==> src/hw/rtl/gpx_pkg.sv <==
// Shared types and constants of the GPIO expander register file.
// Holds the request/result payload structs, opcodes, addresses and control structs.
// Depends on nothing.
`timescale 1ns / 1ps

package gpx_pkg;

  localparam int PIN_COUNT = 14;

  // request and result payloads
  typedef struct packed {
    logic [1:0] opcode;
    logic [7:0] write_data;
    logic [4:0] query_pin;
  } gpx_req_t;

  typedef struct packed {
    logic [7:0]           read_data;
    logic [15:0]          pin_duty;
    logic [PIN_COUNT-1:0] gpio_level;
    logic [PIN_COUNT-1:0] drive_enable;
    logic [PIN_COUNT-1:0] drive_value;
  } gpx_rsp_t;

  typedef enum logic [1:0] {
    OP_START = 2'd0,
    OP_WRITE = 2'd1,
    OP_READ  = 2'd2,
    OP_QUERY = 2'd3
  } gpx_op_e;

  // controller to datapath
  typedef struct packed {
    logic load;
    logic fetch;
    logic exec;
    logic finish;
  } gpx_cmd_t;

  // register addresses
  localparam logic [7:0] ADDR_ID      = 8'h00;
  localparam logic [7:0] ADDR_NAME    = 8'h02;
  localparam logic [7:0] ADDR_IN_LO   = 8'h07;
  localparam logic [7:0] ADDR_IN_HI   = 8'h08;
  localparam logic [7:0] ADDR_IRQ_LO  = 8'h11;
  localparam logic [7:0] ADDR_IRQ_HI  = 8'h12;
  localparam logic [7:0] ADDR_NARROW0 = 8'h15;
  localparam logic [7:0] ADDR_NARROW1 = 8'h18;
  localparam logic [7:0] ADDR_NARROW2 = 8'h24;
  localparam logic [7:0] ADDR_VREF_LO = 8'h27;
  localparam logic [7:0] ADDR_VREF_HI = 8'h28;
  localparam logic [7:0] ADDR_CMD     = 8'h29;
  localparam logic [7:0] ADDR_ONEWIRE = 8'h90;

  localparam logic [7:0] CMD_RESET    = 8'h3A;
  localparam logic [7:0] NARROW_MASK  = 8'h3F;
  localparam logic [7:0] OW_CLR_MASK  = 8'h7F;

  localparam logic [7:0]  DEF_ID      = 8'h01;
  localparam logic [7:0]  DEF_NAME    = 8'h57;
  localparam logic [15:0] DEF_FREQ    = 16'd500;
  localparam logic [15:0] DEF_VREF    = 16'd3300;

  // shadow bytes held in flops: dir, out, pull-up, pull-down, open-drain,
  // four pwm channel words and the pwm frequency word
  localparam int SHD_N    = 20;
  localparam int SHD_IW   = $clog2(SHD_N);
  localparam int SHD_DIR  = 0;
  localparam int SHD_OUT  = 2;
  localparam int SHD_PU   = 4;
  localparam int SHD_PD   = 6;
  localparam int SHD_OD   = 8;
  localparam int SHD_PWM  = 10;
  localparam int SHD_FREQ = 18;

  localparam int PWM_CH = 4;
  localparam logic [4:0] PWM_PIN [PWM_CH] = '{5'd8, 5'd7, 5'd10, 5'd9};

  // floor(d*65535/4095) = 16*d + floor(d/273); d/273 via reciprocal
  localparam logic [11:0] DUTY_RECIP = 12'd3841;
  localparam int          DUTY_SHIFT = 20;

endpackage

==> src/hw/rtl/gpx_ctrl.sv <==
// Sequencer of the GPIO expander register file: load, fetch, execute, finish.
// Drives the datapath command struct and the busy/done handshake.
// Depends on gpx_pkg.
`timescale 1ns / 1ps

module gpx_ctrl (
  input  logic              clk_i,
  input  logic              rst_ni,
  input  logic              start_i,
  output logic              busy_o,
  output logic              done_o,
  output gpx_pkg::gpx_cmd_t cmd_o
);
  import gpx_pkg::*;

  typedef enum logic [1:0] {
    S_IDLE,
    S_FETCH,
    S_EXEC,
    S_FINISH
  } state_e;

  state_e state_q;
  logic   busy_q;
  logic   done_q;

  always_comb begin
    cmd_o.load   = start_i && (state_q == S_IDLE);
    cmd_o.fetch  = (state_q == S_FETCH);
    cmd_o.exec   = (state_q == S_EXEC);
    cmd_o.finish = (state_q == S_FINISH);
  end

  always_ff @(posedge clk_i or negedge rst_ni) begin
    if (!rst_ni) begin
      state_q <= S_IDLE;
      busy_q  <= 1'b0;
      done_q  <= 1'b0;
    end else begin
      done_q <= 1'b0;
      case (state_q)
        S_IDLE: begin
          if (start_i) begin
            state_q <= S_FETCH;
            busy_q  <= 1'b1;
          end
        end
        S_FETCH: begin
          state_q <= S_EXEC;
        end
        S_EXEC: begin
          state_q <= S_FINISH;
        end
        S_FINISH: begin
          state_q <= S_IDLE;
          busy_q  <= 1'b0;
          done_q  <= 1'b1;
        end
        default: begin
          state_q <= S_IDLE;
          busy_q  <= 1'b0;
        end
      endcase
    end
  end

  assign busy_o = busy_q;
  assign done_o = done_q;

endmodule

==> src/hw/rtl/gpx_datapath.sv <==
// Datapath of the GPIO expander register file: byte memory with valid bits,
// shadow flops for pin and pwm registers, pointer logic and duty calculation.
// Depends on gpx_pkg; sequenced by gpx_ctrl.
`timescale 1ns / 1ps

module gpx_datapath (
  input  logic              clk_i,
  input  logic              rst_ni,
  input  gpx_pkg::gpx_cmd_t cmd_i,
  input  gpx_pkg::gpx_req_t req_i,
  output gpx_pkg::gpx_rsp_t rsp_o
);
  import gpx_pkg::*;

  typedef enum logic [1:0] {
    DK_ZERO,
    DK_FULL,
    DK_PWM
  } duty_kind_e;

  typedef struct packed {
    logic              hit;
    logic [SHD_IW-1:0] idx;
  } shd_sel_t;

  function automatic shd_sel_t shd_map(input logic [7:0] a);
    shd_sel_t s;
    s.hit = 1'b1;
    s.idx = '0;
    if (a >= 8'h03 && a <= 8'h06) begin
      s.idx = SHD_IW'(a - 8'h03);
    end else if (a >= 8'h09 && a <= 8'h0C) begin
      s.idx = SHD_IW'(a - 8'h05);
    end else if (a >= 8'h13 && a <= 8'h14) begin
      s.idx = SHD_IW'(a - 8'h0B);
    end else if (a >= 8'h1B && a <= 8'h22) begin
      s.idx = SHD_IW'(a - 8'h11);
    end else if (a >= 8'h25 && a <= 8'h26) begin
      s.idx = SHD_IW'(a - 8'h13);
    end else begin
      s.hit = 1'b0;
    end
    return s;
  endfunction

  function automatic logic writable(input logic [7:0] a);
    return (a >= 8'h03 && a <= 8'h06) || (a >= 8'h09 && a <= 8'h10) ||
           (a >= 8'h13 && a <= 8'h15) || (a == ADDR_NARROW1) ||
           (a >= 8'h1B && a <= 8'h26) || (a >= 8'h30 && a <= ADDR_ONEWIRE);
  endfunction

  function automatic logic [7:0] mem_default(input logic [7:0] a);
    logic [7:0] v;
    case (a)
      ADDR_ID:      v = DEF_ID;
      ADDR_NAME:    v = DEF_NAME;
      ADDR_VREF_LO: v = DEF_VREF[7:0];
      ADDR_VREF_HI: v = DEF_VREF[15:8];
      default:      v = 8'h00;
    endcase
    return v;
  endfunction

  function automatic logic [7:0] shd_default(input int i);
    logic [7:0] v;
    if (i == SHD_FREQ) begin
      v = DEF_FREQ[7:0];
    end else if (i == SHD_FREQ + 1) begin
      v = DEF_FREQ[15:8];
    end else begin
      v = 8'h00;
    end
    return v;
  endfunction

  logic [7:0]  mem [256];
  logic [255:0] valid_q;
  logic [7:0]  rd_q;

  logic [7:0]  shd_q [SHD_N];
  logic [7:0]  shd_d [SHD_N];

  gpx_req_t    req_q;
  logic [7:0]  ptr_q, ptr_d;
  logic        phase_q, phase_d;
  logic [7:0]  rdata_q, rdata_d;
  duty_kind_e  kind_q, kind_d;
  logic [11:0] lvl_q, lvl_d;
  gpx_rsp_t    rsp_q;

  logic        mem_we;
  logic [7:0]  mem_wdata;
  logic        valid_clr;
  logic [7:0]  mbyte;
  logic [7:0]  wval;
  shd_sel_t    sel;
  logic [15:0] dir_w, out_w, pu_w, pd_w, od_w, freq_w, in_w, cfg_w, pin_mask;
  logic        is_pwm;
  logic [3:0]  pin_lo;
  logic [23:0] prod;
  logic [3:0]  quot;
  logic [PIN_COUNT-1:0] en_w;

  always_comb begin
    dir_w  = {shd_q[SHD_DIR + 1], shd_q[SHD_DIR]};
    out_w  = {shd_q[SHD_OUT + 1], shd_q[SHD_OUT]};
    pu_w   = {shd_q[SHD_PU + 1], shd_q[SHD_PU]};
    pd_w   = {shd_q[SHD_PD + 1], shd_q[SHD_PD]};
    od_w   = {shd_q[SHD_OD + 1], shd_q[SHD_OD]};
    freq_w = {shd_q[SHD_FREQ + 1], shd_q[SHD_FREQ]};
    in_w   = (out_w & dir_w) | (pu_w & ~pd_w & ~dir_w);
  end

  // execute step: register access, pointer update and duty selection
  always_comb begin
    mbyte     = valid_q[ptr_q] ? rd_q : mem_default(ptr_q);
    sel       = shd_map(ptr_q);
    ptr_d     = ptr_q;
    phase_d   = phase_q;
    shd_d     = shd_q;
    mem_we    = 1'b0;
    mem_wdata = req_q.write_data;
    valid_clr = 1'b0;
    rdata_d   = 8'h00;
    kind_d    = DK_ZERO;
    lvl_d     = '0;
    wval      = req_q.write_data;
    pin_mask  = 16'(1) << req_q.write_data[3:0];
    pin_lo    = req_q.query_pin[3:0];
    is_pwm    = 1'b0;
    cfg_w     = '0;
    for (int ch = 0; ch < PWM_CH; ch++) begin
      if (PWM_PIN[ch] == req_q.query_pin) begin
        is_pwm = 1'b1;
        cfg_w  = {shd_q[SHD_PWM + 2 * ch + 1], shd_q[SHD_PWM + 2 * ch]};
      end
    end
    if (cmd_i.exec) begin
      case (req_q.opcode)
        OP_START: begin
          phase_d = 1'b1;
        end
        OP_WRITE: begin
          if (phase_q) begin
            ptr_d   = req_q.write_data;
            phase_d = 1'b0;
          end else begin
            ptr_d = 8'(ptr_q + 8'd1);
            if (ptr_q == ADDR_CMD) begin
              if (req_q.write_data == CMD_RESET) begin
                valid_clr = 1'b1;
                ptr_d     = 8'h00;
                for (int i = 0; i < SHD_N; i++) begin
                  shd_d[i] = shd_default(i);
                end
              end
            end else if (ptr_q == ADDR_IRQ_LO || ptr_q == ADDR_IRQ_HI) begin
              // interrupt status clears where zeros are written
              mem_we    = 1'b1;
              mem_wdata = mbyte & req_q.write_data;
            end else if (writable(ptr_q)) begin
              if (ptr_q == ADDR_NARROW0 || ptr_q == ADDR_NARROW1 ||
                  ptr_q == ADDR_NARROW2) begin
                wval = req_q.write_data & NARROW_MASK;
              end else if (ptr_q == ADDR_ONEWIRE && req_q.write_data[7]) begin
                if (req_q.write_data[4:0] < 5'(PIN_COUNT)) begin
                  shd_d[SHD_DIR]     = shd_q[SHD_DIR] | pin_mask[7:0];
                  shd_d[SHD_DIR + 1] = shd_q[SHD_DIR + 1] | pin_mask[15:8];
                  shd_d[SHD_OUT]     = shd_q[SHD_OUT] | pin_mask[7:0];
                  shd_d[SHD_OUT + 1] = shd_q[SHD_OUT + 1] | pin_mask[15:8];
                end
                wval = req_q.write_data & OW_CLR_MASK;
              end
              if (sel.hit) begin
                shd_d[sel.idx] = wval;
              end else begin
                mem_we    = 1'b1;
                mem_wdata = wval;
              end
            end
          end
        end
        OP_READ: begin
          ptr_d = 8'(ptr_q + 8'd1);
          if (ptr_q == ADDR_IN_LO) begin
            rdata_d = in_w[7:0];
          end else if (ptr_q == ADDR_IN_HI) begin
            rdata_d = {2'b00, in_w[13:8]};
          end else if (sel.hit) begin
            rdata_d = shd_q[sel.idx];
          end else begin
            rdata_d = mbyte;
          end
        end
        OP_QUERY: begin
          if (req_q.query_pin >= 5'(PIN_COUNT) || !dir_w[pin_lo]) begin
            kind_d = DK_ZERO;
          end else if (is_pwm && cfg_w[15]) begin
            if (freq_w != 16'h0000) begin
              kind_d = DK_PWM;
              lvl_d  = cfg_w[14] ? ~cfg_w[11:0] : cfg_w[11:0];
            end
          end else if (out_w[pin_lo]) begin
            kind_d = DK_FULL;
          end
        end
        default: begin
        end
      endcase
    end
  end

  // finish step: 16*d is a shift, the small quotient lands in the low nibble
  always_comb begin
    prod = 24'(lvl_q) * 24'(DUTY_RECIP);
    quot = prod[DUTY_SHIFT +: 4];
    en_w = dir_w[PIN_COUNT-1:0] & ~(out_w[PIN_COUNT-1:0] & od_w[PIN_COUNT-1:0]);
  end

  always_ff @(posedge clk_i) begin
    if (mem_we) begin
      mem[ptr_q] <= mem_wdata;
    end
    if (cmd_i.fetch) begin
      rd_q <= mem[ptr_q];
    end
  end

  always_ff @(posedge clk_i or negedge rst_ni) begin
    if (!rst_ni) begin
      valid_q <= '0;
      ptr_q   <= 8'h00;
      phase_q <= 1'b0;
      for (int i = 0; i < SHD_N; i++) begin
        shd_q[i] <= shd_default(i);
      end
    end else begin
      if (valid_clr) begin
        valid_q <= '0;
      end else if (mem_we) begin
        valid_q[ptr_q] <= 1'b1;
      end
      ptr_q   <= ptr_d;
      phase_q <= phase_d;
      shd_q   <= shd_d;
    end
  end

  always_ff @(posedge clk_i) begin
    if (cmd_i.load) begin
      req_q <= req_i;
    end
    if (cmd_i.exec) begin
      rdata_q <= rdata_d;
      kind_q  <= kind_d;
      lvl_q   <= lvl_d;
    end
    if (cmd_i.finish) begin
      rsp_q.read_data    <= rdata_q;
      case (kind_q)
        DK_PWM:  rsp_q.pin_duty <= {lvl_q, quot};
        DK_FULL: rsp_q.pin_duty <= 16'hFFFF;
        default: rsp_q.pin_duty <= 16'h0000;
      endcase
      rsp_q.gpio_level   <= dir_w[PIN_COUNT-1:0] & out_w[PIN_COUNT-1:0];
      rsp_q.drive_enable <= en_w;
      rsp_q.drive_value  <= out_w[PIN_COUNT-1:0] & en_w;
    end
  end

  assign rsp_o = rsp_q;

endmodule

==> src/hw/rtl/i2c_gpio_expander_registers.sv <==
// Top level of the GPIO expander register file.
// Instantiates gpx_ctrl and gpx_datapath; depends on gpx_pkg.
`timescale 1ns / 1ps

// A request is taken at a rising edge with start high and busy low; its
// result appears on rsp_o with done_o high for exactly one cycle and cannot
// be held off by the receiver. Between the two the controller steps through
// its states in order: fetch of the register byte at the pointer from the
// registered memory port, execution of the access, and finish, in which the
// duty reciprocal multiply is done and the result is registered onto rsp_o.
// busy drops in the cycle done_o is shown, so the next request may be
// accepted in that cycle; a new request is not taken while one is in flight.
// Reset and the 0x3A command take effect at once: the byte memory carries a
// valid bit per entry, so no clearing pass is needed.
module i2c_gpio_expander_registers (
  input  logic              clk_i,
  input  logic              rst_ni,
  input  logic              start,
  output logic              busy,
  input  gpx_pkg::gpx_req_t req_i,
  output gpx_pkg::gpx_rsp_t rsp_o,
  output logic              done_o
);
  import gpx_pkg::*;

  gpx_cmd_t cmd;

  gpx_ctrl u_ctrl (
    .clk_i   (clk_i),
    .rst_ni  (rst_ni),
    .start_i (start),
    .busy_o  (busy),
    .done_o  (done_o),
    .cmd_o   (cmd)
  );

  gpx_datapath u_datapath (
    .clk_i  (clk_i),
    .rst_ni (rst_ni),
    .cmd_i  (cmd),
    .req_i  (req_i),
    .rsp_o  (rsp_o)
  );

endmodule

==> config.mk <==
export PLATFORM = sky130hd
export DESIGN_NAME = i2c_gpio_expander_registers
export DESIGN_NICKNAME = d
export VERILOG_FILES = /design/src/hw/rtl/gpx_pkg.sv /design/src/hw/rtl/gpx_ctrl.sv /design/src/hw/rtl/gpx_datapath.sv /design/src/hw/rtl/i2c_gpio_expander_registers.sv
export SDC_FILE = /design/constraint.sdc
export NUM_CORES = 2
export LEC_CHECK = 0
export ABC_AREA = 1
export ABC_CLOCK_PERIOD_IN_PS = 18000
export BUFFER_PORTS_ARGS = -buffer_cell sky130_fd_sc_hd__buf_2
export CAP_MARGIN = 20
export CORE_UTILIZATION = 30
export DETAILED_ROUTE_END_ITERATION = 12
export HOLD_SLACK_MARGIN = 0.08
export PLACE_DENSITY = 0.54
export SETUP_SLACK_MARGIN = 0.15
export SLEW_MARGIN = 30
export SYNTH_ARGS = -nofsm -noshare
export SYNTH_HDL_FRONTEND = slang
export SYNTH_SLANG_ARGS = --single-unit
==> constraint.sdc <==
create_clock -name clk_i -period 18 [get_ports clk_i]
set_clock_uncertainty 0.1 [all_clocks]
set_input_delay 0 -clock clk_i [delete_from_list [all_inputs] [get_ports clk_i]]
set_output_delay 0 -clock clk_i [all_outputs]
set_load 0.01 [all_outputs]
==> results.md <==
* Die extent in y at 601 µm
* Sequential share of the synthesized area at 70.2%
* Post-layout minimum cycle time at 7.40 ns
* Routed via count at 72,606
* Die area at 0.361 mm²
* Slew Limit Headroom at 26.0%
* CTS max path bufs at 4
* Effective utilization at floorplan at 30.2%
* Fmax achieved at 0.135 GHz
* Congestion Overflow GR at 0
* Total negative setup slack at 0 ns
* Area of combinational cells with multiple inputs at 0.0318 mm²
* Router iterations before antenna repair at 6
* Crit path kind: flop to flop
* Crit share post-route at 41.1%
* Maximum fanout encountered on the critical timing path at 156
* Insertion delay of the later-clocked pin in the worst-skew pair at 0.92 ns
* Yosys warns at 0
* Proportion of register bits with asynchronous set or reset after synthesis at 16.6%
* CP most frequent cell: nand2_1
* Post_cts resized at 0
* Primary flip-flop cell chosen by synthesis mapping: edfxtp_1
* Library cell with the largest summed area after synthesis: edfxtp_1
* Path depth of the worst reg2reg path at 20
* Total length of routed wires at 298,000 µm
* Highest cell delay on the worst timing path at 0.95 ns
* Pins Over Slew Limit at 0
* Startpoint Class: flop
* Fillers at 35,477
* Area of the core at 0.356 mm²
* HPWL reported at the end of detailed placement at 172,000 µm
* Pin count of the biggest net entering global routing at 184
* Maximum vdd drop at 0.117 mV
* Summed instance area of the synthesized netlist at 0.108 mm²
* Final-report hold violation count at 0
* H-tree levels at 5
* Ratio of cells with drive above 1 in the final layout at 7.05%
* Path class of the lowest-slack min-delay path: input pin to asynchronous set/reset pin
* Area growth, synth to finish at 17.8%
* TritonCTS clock tree: yes
* Final layout net count at 10,633
* Endpoints failing setup at 0
* Synthesized netlist cell count at 9,443
* P_leak at 49.2 nW
* Kind of end point of the critical path: flop
* Buffer cell driving the clock tree root: clkbuf_16
* Final Core Density at 35.6%
* First-pass GRT wire length at 446,000 µm
* Avg Vias per Cell at 4.68
* Die width at 601 µm
* Commonest non-fill, non-tap cell in the layout: edfxtp_1
* Cells along the critical path: buf_4 -> buf_4 -> buf_4 -> o21ai_0 -> nand2_1 -> nand2_1 -> nand2_1 -> nand3_1 -> nand3_1 -> nand2_1 -> nor2_1 -> nor2_1 -> nor2_1 -> nand2_1 -> inv_1 -> nand2_1 -> nand2_1 -> o21ai_0 -> inv_8 -> buf_4
* Register bit count reported by yosys at 2,588
* Number of core rows at 219
* Iter 0 DRT Violations at 7,164
* Run status: completed
* Number of library cell types mapped by synthesis at 58
* Count of flip-flops with a built-in enable after synthesis at 2,159
* Drt drc at 0
* Cell area power density at 153 mW/mm²
* Setup slack of the most critical reg-to-reg path at 10.60 ns
* WL per Instance at 19.2 µm
* Cell with the largest stage delay on the worst path: dfrtp_4
* Overall Global Routing Usage at 16.0%
* Antenna violation net count after detailed routing at 0
* Num CTS Buffers at 285
* Clock-pin slew on the worst setup and hold paths at 0.06 ns
* RSZ-0062 raised after global routing: false
* Top-Level Pins at 86
* Final estimated routing congestion in global placement at 0.924
* Top area cells in the synthesized netlist: edfxtp_1, dfrtp_1, nor2_1
* Clock tree sinks at 2,588
* Number of antenna violations at the first check in global routing at 10
* Worst endpoint data arrival time at 7.83 ns
* Synthesized area divided by synthesized cell count at 11.4 µm²
* Max_cap viols at 0
* Flip-flop and latch area at 0.0756 mm²
* CP required at 18.43 ns
* Worst-margin pin slew at 1.11 ns
* Yosys top cell area share at 60.2%
* Vias in the first global route at 69,071
* Port buffer count at 85
* Commonest cells after routing, fill and taps aside: edfxtp_1, nor2_1, o21ai_0
metrics by stage:
step	area, µm²	hold WS, ns	instances	power (mW)	worst slack, ns
after CTS	127000	0.0867	15497	19.6	10.38
after detailed placement	117000	-0.155	14949	13.8	10.43
after floorplan	112000	-0.396	10530	11.3	10.73
final	127000	0.137	15503	19.4	10.60
after global routing	127000	0.144	15501	20.4	9.99
after global placement	117000	-0.152	14946	13.8	10.50
what timing repair did:
action,4_1_cts,5_1_grt
setup buffers,0,0
hold buffers,35,0
hold endpoints to repair,161,0
cell families after synthesis:
| kind of cell | synth area share (%) |
|---|---|
| AO/OA/AOI/OAI | 11.3 |
| XOR/XNOR | 0.0732 |
| adder cells (fa/ha/maj) | 1.23 |
| buffers and inverters | 4.17 |
| flip-flops | 70.2 |
| other | 0.00348 |
| AND/OR/NAND/NOR | 13.0 |
worst paths after layout:
path                                                       end                                 from
hold / removal             u_datapath.valid_q[143]$_DFFE_PN0P_                               rst_ni
setup / recovery              u_datapath.mem[247][1]$_DFFE_PP_      u_datapath.ptr_q[0]$_DFFE_PN0P_
max in group asynchronous    u_datapath.freq_w[11]$_DFFE_PN0P_                               rst_ni
min in group clk_i               u_datapath.req_q[4]$_DFFE_PP_                             req_i[4]
setup reg to reg              u_datapath.mem[247][1]$_DFFE_PP_      u_datapath.ptr_q[0]$_DFFE_PN0P_
hold reg to reg                 u_datapath.rsp_o[63]$_DFFE_PP_  u_datapath.rdata_q[5]$_SDFFCE_PN0P_
final cells by class:
type | count | area share, %
Sequential cell | 2588 | 59.6
Multi-Input combinational cell | 6802 | 25.1
Clock buffer | 360 | 6.05
Tap cell | 4751 | 4.69
Inverter | 601 | 1.84
Timing Repair Buffer | 244 | 1.53
Clock inverter | 153 | 1.19
Antenna cell | 4 | 0.00789
Yosys cell counts, types with 22 or more instances:
cell and instances:
buf_2 100, o221ai_1 22, o21a_1 57, nand2_1 1224, buf_1 57, dfrtp_1 423, edfxtp_1 2159, o21bai_1 66
nand4_1 48, nor2_1 1880, a21oi_1 205, a221oi_1 35, o22ai_1 66, nand3_1 275, nor3_1 38, clkbuf_1 367
o2111ai_1 232, o21ai_1 28, ha_1 72, o21ai_0 1296, inv_1 568, inv_2 28
power by group:
part	switching (mW)	total (mW)	internal, mW
combinational	4.69	6.29	1.60
sequential	0.203	7.36	7.15
clock	2.44	5.77	3.33
routing by layer:
layer | up-vias | share of wire, % | global-route usage, %
li1 | 34150 | - | -
met1 | 35739 | 44 | 22.0
met2 | 2193 | 45 | 25.5
met3 | 518 | 6.5 | 2.96
met4 | 6 | 3.5 | 5.41
met5 | - | 0.12 | 0
worst max-delay path: cells and delay by family (launching register included):
kind                   cells  cell delay (ns)
buffers and inverters      6             3.71
and+or+nand+nor           12             1.55
DFF                        1             0.95
AOI/OAI and AO/OA          2             0.39
sequential cells by signal (all words and copies together) (netlist names), 2 cells and up:
name                flops
u_ctrl.state_q          2
u_datapath.dir_w       16
u_datapath.rsp_o       66
u_datapath.kind_q       2
u_datapath.od_w        16
u_datapath.pd_w        16
u_datapath.rd_q         8
u_datapath.mem       2048
u_datapath.ptr_q        8
u_datapath.valid_q    256
u_datapath.pu_w        16
u_datapath.shd_q       64
u_datapath.freq_w      16
u_datapath.out_w       16
u_datapath.lvl_q       12
u_datapath.pin_lo       4
u_datapath.req_q       11
u_datapath.rdata_q      8
Power figures use the tool's default switching activity.
